--- config.mk ---
export PLATFORM = sky130hd
export DESIGN_NAME = two_image_ramp_blend
export DESIGN_NICKNAME = d
export VERILOG_FILES = /design/src/design/trb_pkg.sv /design/src/design/trb_ramp.sv /design/src/design/two_image_ramp_blend.sv
export SDC_FILE = /design/constraint.sdc
export NUM_CORES = 2
export LEC_CHECK = 0
export BUFFER_PORTS_ARGS = -buffer_cell sky130_fd_sc_hd__buf_4
export CELL_PAD_IN_SITES_DETAIL_PLACEMENT = 0
export CELL_PAD_IN_SITES_GLOBAL_PLACEMENT = 2
export CORE_ASPECT_RATIO = 1.25
export CORE_MARGIN = 1
export CORE_UTILIZATION = 46
export DETAILED_ROUTE_END_ITERATION = 8
export MAX_ROUTING_LAYER = met4
export PLACE_DENSITY = 0.88
export SLEW_MARGIN = 10
export SYNTH_ARGS = -nofsm -noshare
export SYNTH_HDL_FRONTEND = slang
export SYNTH_SLANG_ARGS = --single-unit
--- constraint.sdc ---
create_clock -name clk -period 21.9 [get_ports clk]
set_input_delay 2.19 -clock clk [delete_from_list [all_inputs] [get_ports clk]]
set_output_delay 2.19 -clock clk [all_outputs]
set_load 0.01 [all_outputs]
--- src/design/trb_pkg.sv ---
`default_nettype none

package trb_pkg;

	// Pixel and configuration widths.
	localparam int PIX_W = 8;
	localparam int DIM_REG_W = 13;
	localparam int POS_W = 12;
	localparam int IN_DATA_W = 2 * PIX_W + 2 * POS_W;

	// Default largest image dimension handled by the ramps.
	localparam int MAX_DIM_DEFAULT = 4096;

	// Ramp pipeline shape: one product stage, the divider stages, one rounding stage.
	localparam int DIV_STEPS_PER_STAGE = 2;
	localparam int DIV_STAGES = PIX_W / DIV_STEPS_PER_STAGE;
	localparam int RAMP_STAGES = DIV_STAGES + 2;

	// Whole block: selection stage, ramp stages, averaging stage.
	localparam int PIPE_STAGES = RAMP_STAGES + 2;

	// Configuration register map.
	localparam int CFG_ADDR_W = 5;
	localparam int CFG_DATA_W = 32;
	localparam int REG_IDX_W = 3;
	localparam logic [REG_IDX_W-1:0] REG_IMAGE_WIDTH = 3'd0;
	localparam logic [REG_IDX_W-1:0] REG_IMAGE_HEIGHT = 3'd1;
	localparam logic [REG_IDX_W-1:0] REG_LEFT_SOURCE = 3'd2;
	localparam logic [REG_IDX_W-1:0] REG_RIGHT_SOURCE = 3'd3;
	localparam logic [REG_IDX_W-1:0] REG_TOP_SOURCE = 3'd4;
	localparam logic [REG_IDX_W-1:0] REG_BOTTOM_SOURCE = 3'd5;

	localparam logic [DIM_REG_W-1:0] RESET_IMAGE_WIDTH = 13'd640;
	localparam logic [DIM_REG_W-1:0] RESET_IMAGE_HEIGHT = 13'd480;

endpackage

`default_nettype wire

--- src/design/trb_ramp.sv ---
`default_nettype none

module trb_ramp import trb_pkg::*; #(
	parameter int MAX_DIMENSION = MAX_DIM_DEFAULT
) (
	input  wire logic                   clk,
	input  wire logic [RAMP_STAGES-1:0] advance,
	input  wire logic [PIX_W-1:0]       near_px,
	input  wire logic [PIX_W-1:0]       far_px,
	input  wire logic [$clog2(MAX_DIMENSION)-1:0] pos,
	input  wire logic [$clog2(MAX_DIMENSION)-1:0] den,
	output logic [PIX_W-1:0]            ramp_px
);

	localparam int DIM_W = $clog2(MAX_DIMENSION);
	localparam int NUM_W = DIM_W + PIX_W;

	// Index 0 holds the product stage; index j holds divider stage j.
	logic [NUM_W-1:0] rem_s [0:DIV_STAGES];
	logic [PIX_W-1:0] quo_s [0:DIV_STAGES];
	logic [DIM_W-1:0] den_s [0:DIV_STAGES];
	logic [PIX_W-1:0] res_s7;

	logic [NUM_W-1:0] num_d;
	logic [NUM_W-1:0] rem_d [1:DIV_STAGES];
	logic [PIX_W-1:0] quo_d [1:DIV_STAGES];
	logic [PIX_W:0]   rounded;

	// Numerator of the ramp: near * (d - p) + far * p, which stays below 256 * d.
	always_comb begin
		num_d = ({{DIM_W{1'b0}}, near_px} * NUM_W'(den - pos))
			+ ({{DIM_W{1'b0}}, far_px} * NUM_W'(pos));
	end

	// Restoring division, two quotient bits per stage, most significant first.
	always_comb begin
		logic [NUM_W-1:0] r;
		logic [PIX_W-1:0] q;
		logic [NUM_W-1:0] dsh;
		for (int j = 1; j <= DIV_STAGES; j++) begin
			r = rem_s[j-1];
			q = quo_s[j-1];
			for (int t = 0; t < DIV_STEPS_PER_STAGE; t++) begin
				dsh = NUM_W'(den_s[j-1]) << ((PIX_W - 1) - ((j - 1) * DIV_STEPS_PER_STAGE + t));
				if (r >= dsh) begin
					r = r - dsh;
					q = {q[PIX_W-2:0], 1'b1};
				end else begin
					q = {q[PIX_W-2:0], 1'b0};
				end
			end
			rem_d[j] = r;
			quo_d[j] = q;
		end
	end

	// Round half to even: the remainder is below the divisor.
	always_comb begin
		logic [DIM_W:0] twice_rem;
		twice_rem = {rem_s[DIV_STAGES][DIM_W-1:0], 1'b0};
		if (twice_rem > {1'b0, den_s[DIV_STAGES]}
				|| (twice_rem == {1'b0, den_s[DIV_STAGES]} && quo_s[DIV_STAGES][0])) begin
			rounded = {1'b0, quo_s[DIV_STAGES]} + 1'b1;
		end else begin
			rounded = {1'b0, quo_s[DIV_STAGES]};
		end
	end

	// Stage registers, each loaded when its stage advances.
	always_ff @(posedge clk) begin
		if (advance[0]) begin
			rem_s[0] <= num_d;
			quo_s[0] <= '0;
			den_s[0] <= den;
		end
		for (int j = 1; j <= DIV_STAGES; j++) begin
			if (advance[j]) begin
				rem_s[j] <= rem_d[j];
				quo_s[j] <= quo_d[j];
				den_s[j] <= den_s[j-1];
			end
		end
		if (advance[RAMP_STAGES-1]) begin
			res_s7 <= rounded[PIX_W-1:0];
		end
	end

	assign ramp_px = res_s7;

endmodule

`default_nettype wire

--- src/design/two_image_ramp_blend.sv ---
// Each input transfer is registered through the selection, ramp and averaging stages.
// Throughput: one pixel per cycle unless the output stalls; the depth comes from the
// restoring divider of each ramp, with two quotient bits in each of its four stages.
// Every stage holds its item under back pressure and takes a new one once it empties.
// Reset (arst_n low) empties the pipeline and sets width 640, height 480, all sources 0.
`default_nettype none

module two_image_ramp_blend import trb_pkg::*; #(
	parameter int MAX_DIMENSION = MAX_DIM_DEFAULT
) (
	input  wire logic                  clk,
	input  wire logic                  arst_n,
	// Input stream.
	input  wire logic                  s_tvalid,
	output logic                       s_tready,
	// s_tdata, low bit up: pixel_first[7:0], pixel_second[15:8], column[27:16], row[39:28].
	input  wire logic [IN_DATA_W-1:0]  s_tdata,
	// Output stream.
	output logic                       m_tvalid,
	input  wire logic                  m_tready,
	// m_tdata, low bit up: blended_pixel[7:0].
	output logic [PIX_W-1:0]           m_tdata,
	// Configuration port.
	input  wire logic                  psel,
	input  wire logic                  penable,
	input  wire logic                  pwrite,
	input  wire logic [CFG_ADDR_W-1:0] paddr,
	input  wire logic [CFG_DATA_W-1:0] pwdata,
	output logic [CFG_DATA_W-1:0]      prdata,
	output logic                       pready
);

	localparam int DIM_W = $clog2(MAX_DIMENSION);

	// Configuration registers.
	logic [DIM_REG_W-1:0] width_q;
	logic [DIM_REG_W-1:0] height_q;
	logic                 left_src_q;
	logic                 right_src_q;
	logic                 top_src_q;
	logic                 bottom_src_q;

	logic [REG_IDX_W-1:0] reg_idx;
	logic                 cfg_write;

	assign pready = 1'b1;
	assign reg_idx = paddr[CFG_ADDR_W-1:2];
	assign cfg_write = psel && penable && pwrite && pready;

	// Register writes at the access cycle of a write transfer.
	always_ff @(posedge clk or negedge arst_n) begin
		if (!arst_n) begin
			width_q <= RESET_IMAGE_WIDTH;
			height_q <= RESET_IMAGE_HEIGHT;
			left_src_q <= 1'b0;
			right_src_q <= 1'b0;
			top_src_q <= 1'b0;
			bottom_src_q <= 1'b0;
		end else if (cfg_write) begin
			case (reg_idx)
				REG_IMAGE_WIDTH: width_q <= pwdata[DIM_REG_W-1:0];
				REG_IMAGE_HEIGHT: height_q <= pwdata[DIM_REG_W-1:0];
				REG_LEFT_SOURCE: left_src_q <= pwdata[0];
				REG_RIGHT_SOURCE: right_src_q <= pwdata[0];
				REG_TOP_SOURCE: top_src_q <= pwdata[0];
				REG_BOTTOM_SOURCE: bottom_src_q <= pwdata[0];
				default: ;
			endcase
		end
	end

	// Register read-back.
	always_comb begin
		case (reg_idx)
			REG_IMAGE_WIDTH: prdata = CFG_DATA_W'(width_q);
			REG_IMAGE_HEIGHT: prdata = CFG_DATA_W'(height_q);
			REG_LEFT_SOURCE: prdata = CFG_DATA_W'(left_src_q);
			REG_RIGHT_SOURCE: prdata = CFG_DATA_W'(right_src_q);
			REG_TOP_SOURCE: prdata = CFG_DATA_W'(top_src_q);
			REG_BOTTOM_SOURCE: prdata = CFG_DATA_W'(bottom_src_q);
			default: prdata = '0;
		endcase
	end

	// Pipeline occupancy and per-stage flow control.
	logic [PIPE_STAGES:1]   valid_q;
	logic [PIPE_STAGES+1:1] stage_ready;

	always_comb begin
		stage_ready[PIPE_STAGES+1] = m_tready;
		for (int k = PIPE_STAGES; k >= 1; k--) begin
			stage_ready[k] = !valid_q[k] || stage_ready[k+1];
		end
	end

	assign s_tready = stage_ready[1];

	always_ff @(posedge clk or negedge arst_n) begin
		if (!arst_n) begin
			valid_q <= '0;
		end else begin
			if (stage_ready[1]) begin
				valid_q[1] <= s_tvalid;
			end
			for (int k = 2; k <= PIPE_STAGES; k++) begin
				if (stage_ready[k]) begin
					valid_q[k] <= valid_q[k-1];
				end
			end
		end
	end

	// Empty-pixel filling and edge source selection.
	logic [PIX_W-1:0] px_a;
	logic [PIX_W-1:0] px_b;
	logic [PIX_W-1:0] in_first;
	logic [PIX_W-1:0] in_second;
	logic [POS_W-1:0] in_column;
	logic [POS_W-1:0] in_row;

	assign in_first = s_tdata[PIX_W-1:0];
	assign in_second = s_tdata[2*PIX_W-1:PIX_W];
	assign in_column = s_tdata[2*PIX_W+POS_W-1:2*PIX_W];
	assign in_row = s_tdata[2*PIX_W+2*POS_W-1:2*PIX_W+POS_W];

	always_comb begin
		px_a = (in_first == '0) ? in_second : in_first;
		px_b = (in_second == '0) ? px_a : in_second;
	end

	// Ramp divisor d = min(dim, max) - 1 and clamped position; tiny dimensions pin to near.
	function automatic logic [2*DIM_W-1:0] ramp_geometry(
		input logic [DIM_REG_W-1:0] dim,
		input logic [POS_W-1:0]     position
	);
		logic [DIM_W-1:0] d;
		logic [DIM_W-1:0] p;
		if (dim < DIM_REG_W'(2)) begin
			d = DIM_W'(1);
			p = '0;
		end else begin
			if (32'(dim) > 32'(MAX_DIMENSION)) begin
				d = DIM_W'(MAX_DIMENSION - 1);
			end else begin
				d = DIM_W'(dim - 1'b1);
			end
			if (32'(position) > 32'(d)) begin
				p = d;
			end else begin
				p = DIM_W'(position);
			end
		end
		return {d, p};
	endfunction

	logic [2*DIM_W-1:0] geom_h;
	logic [2*DIM_W-1:0] geom_v;

	assign geom_h = ramp_geometry(width_q, in_column);
	assign geom_v = ramp_geometry(height_q, in_row);

	// Stage 1: selected edge pixels and ramp geometry.
	logic [PIX_W-1:0] near_h_s1;
	logic [PIX_W-1:0] far_h_s1;
	logic [PIX_W-1:0] near_v_s1;
	logic [PIX_W-1:0] far_v_s1;
	logic [DIM_W-1:0] den_h_s1;
	logic [DIM_W-1:0] pos_h_s1;
	logic [DIM_W-1:0] den_v_s1;
	logic [DIM_W-1:0] pos_v_s1;

	always_ff @(posedge clk) begin
		if (stage_ready[1]) begin
			near_h_s1 <= left_src_q ? px_b : px_a;
			far_h_s1 <= right_src_q ? px_b : px_a;
			near_v_s1 <= top_src_q ? px_b : px_a;
			far_v_s1 <= bottom_src_q ? px_b : px_a;
			den_h_s1 <= geom_h[2*DIM_W-1:DIM_W];
			pos_h_s1 <= geom_h[DIM_W-1:0];
			den_v_s1 <= geom_v[2*DIM_W-1:DIM_W];
			pos_v_s1 <= geom_v[DIM_W-1:0];
		end
	end

	// Stages 2 to 7: the two ramps.
	logic [PIX_W-1:0] ramp_h;
	logic [PIX_W-1:0] ramp_v;

	trb_ramp #(
		.MAX_DIMENSION(MAX_DIMENSION)
	) u_ramp_h (
		.clk(clk),
		.advance(stage_ready[RAMP_STAGES+1:2]),
		.near_px(near_h_s1),
		.far_px(far_h_s1),
		.pos(pos_h_s1),
		.den(den_h_s1),
		.ramp_px(ramp_h)
	);

	trb_ramp #(
		.MAX_DIMENSION(MAX_DIMENSION)
	) u_ramp_v (
		.clk(clk),
		.advance(stage_ready[RAMP_STAGES+1:2]),
		.near_px(near_v_s1),
		.far_px(far_v_s1),
		.pos(pos_v_s1),
		.den(den_v_s1),
		.ramp_px(ramp_v)
	);

	// Stage 8: average of the two ramps, rounded half to even.
	logic [PIX_W:0]   ramp_sum;
	logic [PIX_W-1:0] avg;
	logic [PIX_W-1:0] out_s8;

	always_comb begin
		ramp_sum = {1'b0, ramp_h} + {1'b0, ramp_v};
		avg = ramp_sum[PIX_W:1];
		if (ramp_sum[0] && avg[0]) begin
			avg = avg + 1'b1;
		end
	end

	always_ff @(posedge clk) begin
		if (stage_ready[PIPE_STAGES]) begin
			out_s8 <= avg;
		end
	end

	assign m_tvalid = valid_q[PIPE_STAGES];
	assign m_tdata = out_s8;

	// The input side is ready exactly when some stage is free or the output drains.
	a_ready_matches_room: assert property (@(posedge clk) disable iff (!arst_n)
		s_tready == (!(&valid_q) || m_tready))
		else $error("input ready disagrees with pipeline occupancy");

	// An item held in a stalled first stage is not dropped.
	a_stall_keeps_item: assert property (@(posedge clk) disable iff (!arst_n)
		valid_q[1] && !stage_ready[1] |=> valid_q[1])
		else $error("stalled item lost in first stage");

	// A delivered result is not shown again unless a new one follows it.
	a_no_repeat: assert property (@(posedge clk) disable iff (!arst_n)
		m_tvalid && m_tready && !valid_q[PIPE_STAGES-1] |=> !m_tvalid)
		else $error("result repeated on output");

endmodule

`default_nettype wire
# Word-level counts from Yosys, hierarchy flattened
# Memories as Yosys holds them, arrays and structs flattened.
# Index checks and enable logic that the tools add are counted.
dict set report totals {
  ff_bits 142
  latch_bits 0
  mem_bits_rw 400
  mem_bits_ro 0
  inputBits 84
  output_inout_bits 43
  wordCells 182
  mem_count 6
}
dict set report op_classes {
  add_sub_neg 26
  multipliers 4
  div 0
  n_lt_le_gt_ge 24
  eq_ne 7
  shifts 0
  n_mux 58
  bitwise 0
  n_reduce_logical 32
}
# name depth word_bits read_ports rd_ports_with_merged_regs write_ports line
set mem_list {}
lappend mem_list {u_ramp_h.rem_s 5 20 5 0 5 trb_ramp.sv:19} ;# logic [NUM_W-1:0] rem_s [0:DIV_STAGES];
lappend mem_list {u_ramp_v.rem_s 5 20 5 0 5 trb_ramp.sv:19}
lappend mem_list {u_ramp_h.den_s 5 12 5 0 5 trb_ramp.sv:21} ;# logic [DIM_W-1:0] den_s [0:DIV_STAGES];
lappend mem_list {u_ramp_v.den_s 5 12 5 0 5 trb_ramp.sv:21}
lappend mem_list {u_ramp_h.quo_s 5 8 5 0 5 trb_ramp.sv:20} ;# logic [PIX_W-1:0] quo_s [0:DIV_STAGES];
lappend mem_list {u_ramp_v.quo_s 5 8 5 0 5 trb_ramp.sv:20}
# operator n
set ops {}
lappend ops {{$mux 20} 16}
lappend ops {{$pmux 13 s6} 1}
lappend ops {{$mux 12} 6}
lappend ops {{$mux 8} 9}
lappend ops {{$add 20x20->20} 2}
lappend ops {{$ge 20x12->1} 2}
lappend ops {{$ge 20x13->1} 2}
lappend ops {{$ge 20x14->1} 2}
lappend ops {{$ge 20x15->1} 2}
lappend ops {{$ge 20x16->1} 2}
lappend ops {{$ge 20x17->1} 2}
lappend ops {{$ge 20x18->1} 2}
lappend ops {{$ge 20x19->1} 2}
lappend ops {{$mul 8x12->20} 2}
lappend ops {{$mul 8x20->20} 2}
lappend ops {{$sub 20x12->20} 2}
lappend ops {{$sub 20x13->20} 2}
lappend ops {{$sub 20x14->20} 2}
lappend ops {{$sub 20x15->20} 2}
lappend ops {{$sub 20x16->20} 2}
lappend ops {{$sub 20x17->20} 2}
lappend ops {{$sub 20x18->20} 2}
lappend ops {{$sub 20x19->20} 2}
lappend ops {{$eq 13x12->1} 2}
lappend ops {{18 further kinds} 79}

# Longest topological paths before layout
dict set report depth {
  depth_word 10
  depth_mapped 33
  ltp_nobuf 33
}

# By module
# From an unflattened synthesis, not the netlist that was laid out.
dict set report hier_totals {
  cells_unflattened 4573
  hier_area_um2 46306.9
}
# module n_inst cells_per_inst area_each_um2 seq_area_each_um2
set modules_own_cells {}
lappend modules_own_cells {{trb_ramp (u_ramp_h)} 1 1981 19797.7 5405.2}
lappend modules_own_cells {{trb_ramp (u_ramp_v)} 1 1947 19453.7 5405.2}
lappend modules_own_cells {two_image_ramp_blend 1 645 7055.5 3601.0}

# Worst setup path after synthesis
# Ideal clock, no wire load.
dict set report synth_timing {
  path_type {input -> output}
  startpoint {input port m_tready}
  endpoint {output port s_tready}
  arrival_time_ps 8587
  required_time_ps 19710
  path_slack_ps 11123
  cell_stages 6
  path_buffers 0
  cell_sequence {nor2b_1 nand3_1 nor2_1 nand3_1 inv_1 nand3_1}
}
dict set report synth_between {
  elab_chain_cells 8
}
# item line
set synth_rtl {}
lappend synth_rtl {{start: declaration} two_image_ramp_blend.sv:20} ;# input wire logic m_tready,
lappend synth_rtl {{$logic_or 1x1->1 (3 in a row)} two_image_ramp_blend.sv:92} ;# stage_ready[k] = !valid_q[k] || stage_ready[k+1];
lappend synth_rtl {{named net stage_ready (one bit)} two_image_ramp_blend.sv:87} ;# logic [PIPE_STAGES+1:1] stage_ready;
lappend synth_rtl {{$logic_or 1x1->1 (3 in a row)} two_image_ramp_blend.sv:92}
lappend synth_rtl {{named net stage_ready (one bit)} two_image_ramp_blend.sv:87}
lappend synth_rtl {{$logic_or 1x1->1 (2 in a row)} two_image_ramp_blend.sv:92}
lappend synth_rtl {{end: declaration} two_image_ramp_blend.sv:15} ;# output logic s_tready,
# The timed path passes the listed nets, and every way through them passes these cells.

==> results.ini <==
[flow_run]
cap_violations=0

[clocking]
clk_pin_slew_ns=0.06
cts_buffers=56
cts.path.max_buffers=3
cts.repair.resized=0
cts_sinks=486
cts_tree=built
cts_setup_buffers=0
htreeDepth=2
clock-root-buffer=clkbuf_16
cts_hold_buf=0
clkLatencyLatePin_ns=0.63

[setup_path]
crit_required_ns=22.27
cp-end-kind=register
startpoint_type=register
crit-reg2reg-launch=pos_v_s1[1]
cp_max_fo=10
cpLargestDelayFamily=adder cells
crit_top_cell=fa_1
r2r_slack_ns=13.24
cp_slowest_stage_delay_ns=0.81
criticalPathCategory=register to register
cp-startpoint=pos_v_s1[1]
worstPathArrival_ns=9.03
worst_path_max_delay_cell=xnor2_1
cp.buffers_inverters=4

[timing]
timing.slew.headroom_pct=27.0
rsz0062_at_grt=false
fin_tns_setup_ns=0
period_minus_slack_ns=8.66
tightest_slew_ns=1.09
maxSlewViolCount=0
finClkSkew_ns=0.0215
hold_viol=0
setup_viol=0
fin_crit_sh_pct=39.6
setup_slack_ns=13.24
max_freq_mhz=115
fin_hold_ws_ns=0.413

[cells_and_area]
fin_cells=5875
num_antenna_cells=0
area_growth_syn_to_layout_pct=8.61
final_common_cell=inv_1
final_cell_mix=716 x inv_1, 448 x edfxtp_1, 389 x ha_1
drive_gt1_share_pct=8.42
nNetsFinal=5374
fill_cells=9071
multiInputGateArea_um2=27300
regArea_um2=14400

[logic_synthesis]
synth-xor-area-share_pct=5.23
syn_inst=4478
seq_area_frac_synth_pct=32.1
synth_top_family_by_area=adder cells
ys_warn_count=0
ys_ff_latch=486
synthSimpleGateAreaFrac_pct=14.2
syn_area_per_cell_um2=10.0
synth_mux_area_share_pct=4.56
synth_edf_count=448
synth_compound_area_share_pct=9.56
ys.flop_type=edfxtp_1
synth_fa_ha_area_share_pct=27.1
synthArstFlopShare_pct=7.82
syn_area_um2=44900
synth_cell_types=93

[route]
wl_um=94600
first_pass_iters=5
wl_per_cell_um=16.1
ant_nets=0
drtIter0Drc=1300
viasPerCell=5.13
route.vias.total=30100
post-route-drc-count=0

[global_route]
grt_max_degree=74
grt-ovfl-total=0
grt_pass1_wl_um=157000
antenna_found_initial=0
grt_pass1_vias=31200
track_usage_pct=20.3

[floorplanning]
die_x_um=281
dieArea_um2=98800
dieHeight_um=351
initial_core_util_pct=46.6
core_region_area_um2=96300
io_pins=127
rows=127

[placement]
dp_hpwl_um=78500
dp_cells=5770
pre_cts_slack_ns=13.15
port-buffer-count=85
gp_congestion=0.865

[worst_hold_path]
hold_path.class=register to register
hp-start=u_ramp_h.quo_s[0][19]

[run_status]
status=finished clean

-- cells by family (layout without fill, tap and decap cells) --
logic type | Yosys count | after routing
AOI/OAI and AO/OA | 674 | 674
xor gates and xnor gates | 268 | 268
adders and majority gates | 752 | 752
buffers and inverters | 837 | 926
DFF | 486 | 486
muxes | 182 | 182
other | 2 | 20
and+or+nand+nor | 1277 | 1277
-- flip-flops by register name (all words and copies together), names as in the netlist, 12 cells and up --
name / count
height_q: 13
u_ramp_h.rem_s: 92
pos_h_s1: 12
u_ramp_h.quo_s: 20
width_q: 13
den_v_s1: 12
u_ramp_v.quo_s: 20
pos_v_s1: 12
u_ramp_v.rem_s: 92
u_ramp_v.den_s: 60
den_h_s1: 12
u_ramp_h.den_s: 60
-- layout make-up --
class / instances / share of cell area (%)
Clock buffer: 79 / 3.28
Clock inverter: 26 / 0.629
Inverter: 718 / 5.53
Multi-Input combinational cell: 3173 / 56.1
Sequential cell: 486 / 29.6
Tap cell: 1290 / 3.31
Timing Repair Buffer: 103 / 1.59
-- cell usage after synthesis, types with 82 or more instances --
cell type,n,area (um2)
ha_1,389,4870
o21ai_0,146,731
nor2_1,308,1160
and2_1,211,1320
mux2_2,122,1370
clkbuf_1,82,308
edfxtp_1,448,13500
xor2_1,98,858
xnor2_1,170,1490
a21oi_1,224,1120
nand2_1,339,1270
fa_1,363,7270
inv_1,717,2690
-- path summary, 6_finish.rpt --
path,depth (start not counted),end
setup / recovery,30,u_ramp_v.rem_s[0][18]
hold / removal,0,u_ramp_h.quo_s[0][29]
setup reg to reg,30,u_ramp_v.rem_s[0][18]
hold reg to reg,0,u_ramp_h.quo_s[0][29]
max in group asynchronous,1,valid_q[2]
min in group asynchronous,1,width_q[10]
-- layer usage --
| metal | track usage [%] | wire length [um] |
|---|---|---|
| met5 | - | 0 |
| met4 | 5.97 | 2640 |
| met3 | 2.21 | 2740 |
| met2 | 37.0 | 49100 |
| met1 | 23.4 | 40100 |
-- per-stage QoR --
stage	area (um2)	utilization, %
after detailed placement	46800	48.6
after global placement	46800	48.6
after floorplan	44900	-
after global routing	48700	50.6
after CTS	48700	50.6
final	48700	50.6
Power is not shown: default switching activity piles up to over one toggle a cycle in this logic, so the estimate is an artifact.
